--- src/tnr_pkg.sv ---
// Package with the Telnet command codes, option codes and phase type of the receive negotiator.
package tnr_pkg;

    localparam logic [7:0] C_IAC  = 8'd255;
    localparam logic [7:0] C_DONT = 8'd254;
    localparam logic [7:0] C_DO   = 8'd253;
    localparam logic [7:0] C_WONT = 8'd252;
    localparam logic [7:0] C_WILL = 8'd251;
    localparam logic [7:0] C_SB   = 8'd250;
    localparam logic [7:0] C_SE   = 8'd240;

    localparam logic [7:0] C_OPT_ECHO  = 8'd1;
    localparam logic [7:0] C_OPT_SGA   = 8'd3;
    localparam logic [7:0] C_OPT_TTYPE = 8'd24;

    localparam logic [7:0] C_TT_IS   = 8'd0;
    localparam logic [7:0] C_TT_SEND = 8'd1;

    localparam logic [31:0] C_TTYPE_RESET = 32'h414E_5349;

    // Positions within a reply burst: a 3-byte answer, then the 10-byte type report.
    localparam logic [3:0] C_POS_ANS_IAC  = 4'd0;
    localparam logic [3:0] C_POS_ANS_VERB = 4'd1;
    localparam logic [3:0] C_POS_ANS_OPT  = 4'd2;
    localparam logic [3:0] C_POS_TT_IAC   = 4'd3;
    localparam logic [3:0] C_POS_TT_SB    = 4'd4;
    localparam logic [3:0] C_POS_TT_OPT   = 4'd5;
    localparam logic [3:0] C_POS_TT_IS    = 4'd6;
    localparam logic [3:0] C_POS_TT_B3    = 4'd7;
    localparam logic [3:0] C_POS_TT_B2    = 4'd8;
    localparam logic [3:0] C_POS_TT_B1    = 4'd9;
    localparam logic [3:0] C_POS_TT_B0    = 4'd10;
    localparam logic [3:0] C_POS_TT_IAC2  = 4'd11;
    localparam logic [3:0] C_POS_TT_SE    = 4'd12;

    localparam logic C_DEST_DISPLAY = 1'b0;
    localparam logic C_DEST_NETWORK = 1'b1;

    typedef enum logic [2:0] {
        PH_IDLE = 3'b001,
        PH_IAC  = 3'b010,
        PH_VERB = 3'b100
    } t_phase;

endpackage

--- src/telnet_receive_negotiator.sv ---
// Receive-side Telnet negotiator: strips commands, answers options, emits display and reply bytes.
// The first result of an accepted item is registered and appears in the cycle after acceptance.
// Throughput: one input item per cycle while each yields at most one result and the output is
// not stalled; a longer burst holds the input, its bytes leaving one a cycle while i_m_tready is high.
// A new item is taken in the same cycle that the last byte of the previous burst is taken.
// Reset (synchronous, active low) clears the parser state and flags and loads the type "ANSI".
module telnet_receive_negotiator
    import tnr_pkg::*;
(
    input  logic        i_clk,
    input  logic        i_rst_n,
    input  logic        i_cfg_wr_en,
    input  logic [31:0] i_cfg_wr_data,
    input  logic        i_s_tvalid,
    output logic        o_s_tready,
    input  logic [7:0]  i_s_tdata,   // [7:0] rx_byte
    output logic        o_m_tvalid,
    input  logic        i_m_tready,
    output logic [15:0] o_m_tdata,   // [7:0] data_byte, [8] echo_off, [9] single_char, rest 0
    output logic        o_m_tlast,
    output logic        o_m_tuser    // [0] destination
);

    logic [31:0] r_type_word;

    t_phase      r_phase, n_phase;
    logic        r_in_sub, n_in_sub;
    logic [7:0]  r_verb_pend, n_verb_pend;
    logic        r_sub_opt_vld, n_sub_opt_vld;
    logic [7:0]  r_sub_opt, n_sub_opt;
    logic        r_sub_cmd_vld, n_sub_cmd_vld;
    logic [7:0]  r_sub_cmd, n_sub_cmd;
    logic        r_echo, n_echo;
    logic        r_char, n_char;

    // Burst register: one accepted item's results, emitted by position.
    logic        r_busy;
    logic        r_dest, n_dest;
    logic [7:0]  r_byte, n_byte;
    logic [7:0]  r_verb, n_verb;
    logic [3:0]  r_pos, n_pos;
    logic [3:0]  r_end, n_end;
    logic        r_out_echo;
    logic        r_out_char;
    logic        n_has;

    logic        in_fire;
    logic        out_fire;
    logic        out_last;
    logic [7:0]  b;
    logic [7:0]  out_byte;

    assign b        = i_s_tdata;
    assign out_last = (r_pos == r_end);
    assign out_fire = r_busy && i_m_tready;
    assign o_s_tready = !r_busy || (i_m_tready && out_last);
    assign in_fire  = i_s_tvalid && o_s_tready;

    always_comb begin
        n_phase       = r_phase;
        n_in_sub      = r_in_sub;
        n_verb_pend   = r_verb_pend;
        n_sub_opt_vld = r_sub_opt_vld;
        n_sub_opt     = r_sub_opt;
        n_sub_cmd_vld = r_sub_cmd_vld;
        n_sub_cmd     = r_sub_cmd;
        n_echo        = r_echo;
        n_char        = r_char;
        n_has         = 1'b0;
        n_dest        = C_DEST_NETWORK;
        n_byte        = b;
        n_verb        = C_WONT;
        n_pos         = C_POS_ANS_IAC;
        n_end         = C_POS_ANS_OPT;
        if (r_in_sub) begin
            if (r_phase == PH_IAC) begin
                n_phase = PH_IDLE;
                if (b == C_SE) begin
                    n_in_sub = 1'b0;
                    if (r_sub_opt_vld && r_sub_opt == C_OPT_TTYPE &&
                        r_sub_cmd_vld && r_sub_cmd == C_TT_SEND) begin
                        n_has = 1'b1;
                        n_pos = C_POS_TT_IAC;
                        n_end = C_POS_TT_SE;
                    end
                end
            end else if (b == C_IAC) begin
                n_phase = PH_IAC;
            end else if (!r_sub_opt_vld) begin
                n_sub_opt     = b;
                n_sub_opt_vld = 1'b1;
            end else if (!r_sub_cmd_vld) begin
                n_sub_cmd     = b;
                n_sub_cmd_vld = 1'b1;
            end
        end else if (r_phase == PH_IAC) begin
            n_phase = PH_IDLE;
            if (b == C_IAC) begin
                n_has  = 1'b1;
                n_dest = C_DEST_DISPLAY;
                n_end  = C_POS_ANS_IAC;
            end else if (b == C_SB) begin
                n_in_sub      = 1'b1;
                n_sub_opt_vld = 1'b0;
                n_sub_opt     = 8'd0;
                n_sub_cmd_vld = 1'b0;
                n_sub_cmd     = 8'd0;
            end else if (b == C_WILL || b == C_WONT || b == C_DO || b == C_DONT) begin
                n_verb_pend = b;
                n_phase     = PH_VERB;
            end
        end else if (r_phase == PH_VERB) begin
            n_phase = PH_IDLE;
            n_has   = 1'b1;
            if (b == C_OPT_ECHO) begin
                if (r_verb_pend == C_WILL) begin
                    n_echo = 1'b1;
                    n_verb = C_DO;
                end else if (r_verb_pend == C_WONT) begin
                    n_echo = 1'b0;
                    n_verb = C_DONT;
                end
            end else if (b == C_OPT_SGA) begin
                if (r_verb_pend == C_WILL) begin
                    n_char = 1'b1;
                    n_verb = C_DO;
                end else if (r_verb_pend == C_WONT) begin
                    n_char = 1'b0;
                    n_verb = C_DONT;
                end else if (r_verb_pend == C_DO) begin
                    n_char = 1'b1;
                    n_verb = C_WILL;
                end else begin
                    n_char = 1'b0;
                end
            end else if (b == C_OPT_TTYPE) begin
                if (r_verb_pend == C_DO) begin
                    n_verb = C_WILL;
                    n_end  = C_POS_TT_SE;
                end else if (r_verb_pend == C_WILL) begin
                    n_verb = C_DONT;
                end
            end else begin
                // Unknown options are refused; WONT and DONT need no answer.
                if (r_verb_pend == C_WILL) begin
                    n_verb = C_DONT;
                end else if (r_verb_pend != C_DO) begin
                    n_has = 1'b0;
                end
            end
        end else begin
            n_phase = PH_IDLE;
            if (b == C_IAC) begin
                n_phase = PH_IAC;
            end else if (b != 8'd0) begin
                n_has  = 1'b1;
                n_dest = C_DEST_DISPLAY;
                n_end  = C_POS_ANS_IAC;
            end
        end
    end

    always_comb begin
        case (r_pos)
            C_POS_ANS_IAC:  out_byte = C_IAC;
            C_POS_ANS_VERB: out_byte = r_verb;
            C_POS_ANS_OPT:  out_byte = r_byte;
            C_POS_TT_IAC:   out_byte = C_IAC;
            C_POS_TT_SB:    out_byte = C_SB;
            C_POS_TT_OPT:   out_byte = C_OPT_TTYPE;
            C_POS_TT_IS:    out_byte = C_TT_IS;
            C_POS_TT_B3:    out_byte = r_type_word[31:24];
            C_POS_TT_B2:    out_byte = r_type_word[23:16];
            C_POS_TT_B1:    out_byte = r_type_word[15:8];
            C_POS_TT_B0:    out_byte = r_type_word[7:0];
            C_POS_TT_IAC2:  out_byte = C_IAC;
            C_POS_TT_SE:    out_byte = C_SE;
            default:        out_byte = 8'd0;
        endcase
        if (r_dest == C_DEST_DISPLAY) begin
            out_byte = r_byte;
        end
    end

    assign o_m_tvalid = r_busy;
    assign o_m_tdata  = {6'd0, r_out_char, r_out_echo, out_byte};
    assign o_m_tlast  = out_last;
    assign o_m_tuser  = r_dest;

    always_ff @(posedge i_clk) begin
        if (!i_rst_n) begin
            r_type_word   <= C_TTYPE_RESET;
            r_phase       <= PH_IDLE;
            r_in_sub      <= 1'b0;
            r_verb_pend   <= 8'd0;
            r_sub_opt_vld <= 1'b0;
            r_sub_opt     <= 8'd0;
            r_sub_cmd_vld <= 1'b0;
            r_sub_cmd     <= 8'd0;
            r_echo        <= 1'b0;
            r_char        <= 1'b0;
            r_busy        <= 1'b0;
        end else begin
            if (i_cfg_wr_en) begin
                r_type_word <= i_cfg_wr_data;
            end
            // A new burst takes over in the cycle the previous one hands out its last byte.
            if (in_fire && n_has) begin
                r_busy <= 1'b1;
            end else if (out_fire && out_last) begin
                r_busy <= 1'b0;
            end
            if (in_fire && n_has) begin
                r_pos <= n_pos;
            end else if (out_fire && !out_last) begin
                r_pos <= r_pos + 4'd1;
            end
            if (in_fire) begin
                r_phase       <= n_phase;
                r_in_sub      <= n_in_sub;
                r_verb_pend   <= n_verb_pend;
                r_sub_opt_vld <= n_sub_opt_vld;
                r_sub_opt     <= n_sub_opt;
                r_sub_cmd_vld <= n_sub_cmd_vld;
                r_sub_cmd     <= n_sub_cmd;
                r_echo        <= n_echo;
                r_char        <= n_char;
                if (n_has) begin
                    r_dest     <= n_dest;
                    r_byte     <= n_byte;
                    r_verb     <= n_verb;
                    r_end      <= n_end;
                    r_out_echo <= n_echo;
                    r_out_char <= n_char;
                end
            end
        end
    end

    a_pos_in_range: assert property (@(posedge i_clk) disable iff (!i_rst_n)
        r_busy |-> (r_pos <= r_end))
        else $error("burst position beyond its end");

    a_display_single: assert property (@(posedge i_clk) disable iff (!i_rst_n)
        (o_m_tvalid && o_m_tuser == C_DEST_DISPLAY) |-> o_m_tlast)
        else $error("display byte not marked last");

    a_accept_only_at_end: assert property (@(posedge i_clk) disable iff (!i_rst_n)
        (in_fire && r_busy) |-> (i_m_tready && o_m_tlast))
        else $error("item accepted while a burst is still pending");

    a_drain_idle: assert property (@(posedge i_clk) disable iff (!i_rst_n)
        (o_m_tvalid && i_m_tready && o_m_tlast && !in_fire) |=> !o_m_tvalid)
        else $error("output valid after burst end without a new item");

    a_reply_starts_iac: assert property (@(posedge i_clk) disable iff (!i_rst_n)
        (in_fire && n_has && n_dest == C_DEST_NETWORK) |=> (o_m_tdata[7:0] == C_IAC))
        else $error("reply burst does not open with IAC");

endmodule
--- config.mk ---
export PLATFORM = sky130hd
export DESIGN_NAME = telnet_receive_negotiator
export DESIGN_NICKNAME = d
export VERILOG_FILES = /design/src/tnr_pkg.sv /design/src/telnet_receive_negotiator.sv
export SDC_FILE = /design/constraint.sdc
export NUM_CORES = 1
export LEC_CHECK = 0
export ABC_AREA = 0
export BUFFER_PORTS_ARGS = -buffer_cell sky130_fd_sc_hd__clkbuf_2
export CORE_MARGIN = 3
export CORE_UTILIZATION = 27
export CTS_BUF_LIST = sky130_fd_sc_hd__clkbuf_16
export DETAILED_ROUTE_END_ITERATION = 7
export SLEW_MARGIN = 25
export SYNTH_ARGS = -nofsm -noshare
export SYNTH_HDL_FRONTEND = slang
export SYNTH_SLANG_ARGS = --single-unit
export TNS_END_PERCENT = 100
--- constraint.sdc ---
create_clock -name i_clk -period 4.48 [get_ports i_clk]
set_input_delay 0.448 -clock i_clk [delete_from_list [all_inputs] [get_ports i_clk]]
set_output_delay 0.448 -clock i_clk [all_outputs]
set_load 0.05 [all_outputs]
==> Flow_metrics.wiki <==
{| class="wikitable"
! Metric !! Value
|-
| Cell chosen for the clock root || clkbuf_16
|-
| Number of buffers and inverters on the critical path || 0
|-
| Type of element launching the critical path || flop
|-
| Primary FF master, synth || dfxtp_1
|-
| HPWL after detailed placement || between 8000 and 9000 µm
|-
| Post-CTS clock slew at the launch and capture registers of the worst setup and hold paths || around 0.060 ns
|-
| Share of the core filled with cells in the final layout || 0.325
|-
| Most instantiated library cell after synthesis || dfxtp_1
|-
| Synthesis Warnings || 0
|-
| Tcrit/Tclk final || 0.724
|-
| Average instance area after synthesis || ~9.3 µm²
|-
| Core Rows || 45
|-
| Worst path top cell family by delay || compound AO/OA/AOI/OAI gates
|-
| Top cell types by occurrence after synthesis || 65 x dfxtp_1, 55 x mux2i_1, 52 x nor2_1
|-
| Peak fanout along the critical path || 24
|-
| Skew-Pair Late Insertion Delay || 0.34 ns
|-
| Data arrival at the endpoint of the critical path || approximately 3.2 ns
|-
| IO Count || 65
|-
| RSZ-0062 raised after global routing || false
|-
| P_leak || 2.06 nW
|-
| Final Hold Violating Endpoints || 0
|-
| Synthesized instance count || 453
|-
| Number of antenna violations at the first check in global routing || 0
|-
| CTS tree || done
|-
| Average vias per placed instance || between 4 and 5
|-
| Final worst-path setup slack || 1.24 ns
|-
| Total GRT Usage || 0.127
|-
| Proportion of synthesized chip area in sequential cells || 0.450
|-
| Clock Path Buffers || 2
|-
| Number of gates given a new drive strength after cts || 0
|-
| Number of diodes || 0
|-
| Area growth from synthesis to layout || 17.4%
|-
| Result of the run || completed
|-
| CP Capture Type || flop
|-
| Buffers on Ports || 58
|-
| Initial core utilization || 0.277
|-
| Worst path required time || 4.48 ns
|-
| Number of iterations in the first detailed-routing pass || 5
|-
| Final GP Congestion || between 0.8 and 0.9
|-
| Inserted Clock Buffers || 9
|-
| Clk sinks || 85
|-
| Area contributors post-synth || dfxtp_1 31%, edfxtp_1 14%, mux2i_1 13%
|-
| Setup skew after layout || 0.00748 ns
|-
| EDFF count, synth || 20
|-
| Worst supply voltage drop on vdd || 0.186 mV
|-
| Area of the core || 15,300 µm²
|-
| Post-DR wirelength/cell || 15.4 µm
|-
| Max-cap violations || 0
|-
| Post-layout min period || 3.24 ns
|-
| Number of global-route vias before repair || about 3,300
|-
| Width of the die || 131 µm
|-
| Die outline height || between 100 and 150 µm
|-
| Flop and latch count out of synthesis || 85
|-
| Maximum clock rate || 308 MHz
|-
| Slew at the pin with the worst max-slew slack || 0.777 ns
|-
| Final Net Count || approximately 550
|-
| Number of DRC markers in iteration 0 || a little over 300
|-
| Crit-path cells || or3_4 > a2111oi_0 > o21ai_0 > or2_2 > a31oi_1
|-
| Cell taking the most area after synthesis || dfxtp_1
|-
| Setup total negative slack || 0 ns
|-
| Max-slew headroom || 0.482
|-
| Crit-path max cell delay || 0.71 ns
|-
| Via Count || 3,444
|-
| Drc violations || 0
|-
| # Post-CTS Setup Buffers || 0
|-
| H-tree level count || 3
|-
| Area share of the largest cell type after synthesis || 0.308
|-
| Hold Crit Class || in -> reg
|-
| Cell variety after synth || 62
|-
| CTS Hold Buffers Added || 0
|-
| Total placed instance area || 4650 µm²
|-
| Gr ovfl total || 0
|-
| DIE AREA || 17,200 µm²
|-
| Overall power consumption || 1.79 mW
|-
| Critical path type || reg -> reg
|-
| Total power density per cell area || 361 nW/µm²
|-
| Ratio of cells with drive above 1 in the final layout || 0.182
|-
| Placement-stage worst setup slack || 1.28 ns
|-
| Final non-filler cell area || 4960 µm²
|-
| Pin count of the biggest net entering global routing || 44
|-
| Post-synthesis cell area || 4230 µm²
|-
| Detailed Route WL || about 11,000 µm
|-
| Final-report max-slew violation count || 0
|-
| Number of nets with antenna violations after routing || 0
|-
| Final setup violation count || 0
|-
| First-pass GRT wire length || 17,700 µm
|-
| Slowest cell on the critical path || edfxtp_1
|-
| Async SR Flop Fraction || 0
|}
[logic make-up after synthesis]
| group | count (synthesis) | share of synthesized area |
|---|---|---|
| compound gates | 80 | 0.140 |
| xor+xnor | 5 | 0.0104 |
| fa+ha+maj | 4 | 0.0118 |
| buf+inv | 53 | 0.0571 |
| flops | 85 | 0.450 |
| mux | 59 | 0.141 |
| other cells | 1 | 0.000887 |
| simple gates | 166 | 0.190 |
[per-layer routing]
| metal | vias up | part of all wire | global-route usage |
|---|---|---|---|
| met1 | 1635 | 0.46 | 0.170 |
| met5 | - | 0 | 0 |
| met2 | 93 | 0.47 | 0.203 |
| met4 | 0 | 0.0076 | 0.0350 |
| li1 | 1710 | - | - |
| met3 | 6 | 0.055 | 0.0333 |
[state kept, by name, summed over array words and instances (netlist names), 2 cells and up]
register / flops
r_type_word: 32
r_byte: 8
r_sub_cmd: 8
r_sub_opt: 8
r_verb_pend: 8
r_pos: 4
r_phase: 3
r_verb: 3
r_end: 2
[placed cells by master, fill, tap and decap left out, drive strengths merged, types with 7 or more instances in the layout]
cell type and n:
clkbuf 67, dfxtp 65, nand4 8, nand3 14, edfxtp 20, nor3 7
inv 21, o22ai 8, mux2i 55, nor2 52, nand2 50, o21ai 12
a21oi 16
[where the power goes]
group / internal, mW / switching, mW
clock network: 0.425 / 0.297
logic: 0.0800 / 0.147
registers: 0.815 / 0.0295
[layout make-up]
type                            instances  area [µm²]
Fill cell                            1609       10300
Clock buffer                            9         225
Multi-Input combinational cell        320        2100
Sequential cell                        85        1900
Inverter                               18        67.6
Timing Repair Buffer                   62         340
Tap cell                              211         264
Clock inverter                          7        60.1
[worst reg2reg max path, cell delays in order (launching register included)]
cell	delay (ns)
edfxtp_1	0.71
or3_4	0.51
a2111oi_0	0.58
o21ai_0	0.30
or2_2	0.40
a31oi_1	0.39
[path summary, 6_finish.rpt]
path              depth (start not counted)  slack [ns]        startpoint             end
setup reg to reg                          5        1.24          r_pos[3]        r_pos[1]
hold reg to reg                           2        0.46      r_sub_cmd[6]    r_sub_cmd[6]
setup / recovery                          5        1.24          r_pos[3]        r_pos[1]
hold / removal                            3        0.32  i_cfg_wr_data[3]  r_type_word[3]
[through the flow]
step                      std cells  hold WS, ns
after floorplan                 458        0.434
final                           712        0.322
after global placement          695        0.444
after global routing            712        0.322
after detailed placement        695        0.456
after CTS                       711        0.311
No activity file was read; power rests on OpenSTA's default activity.
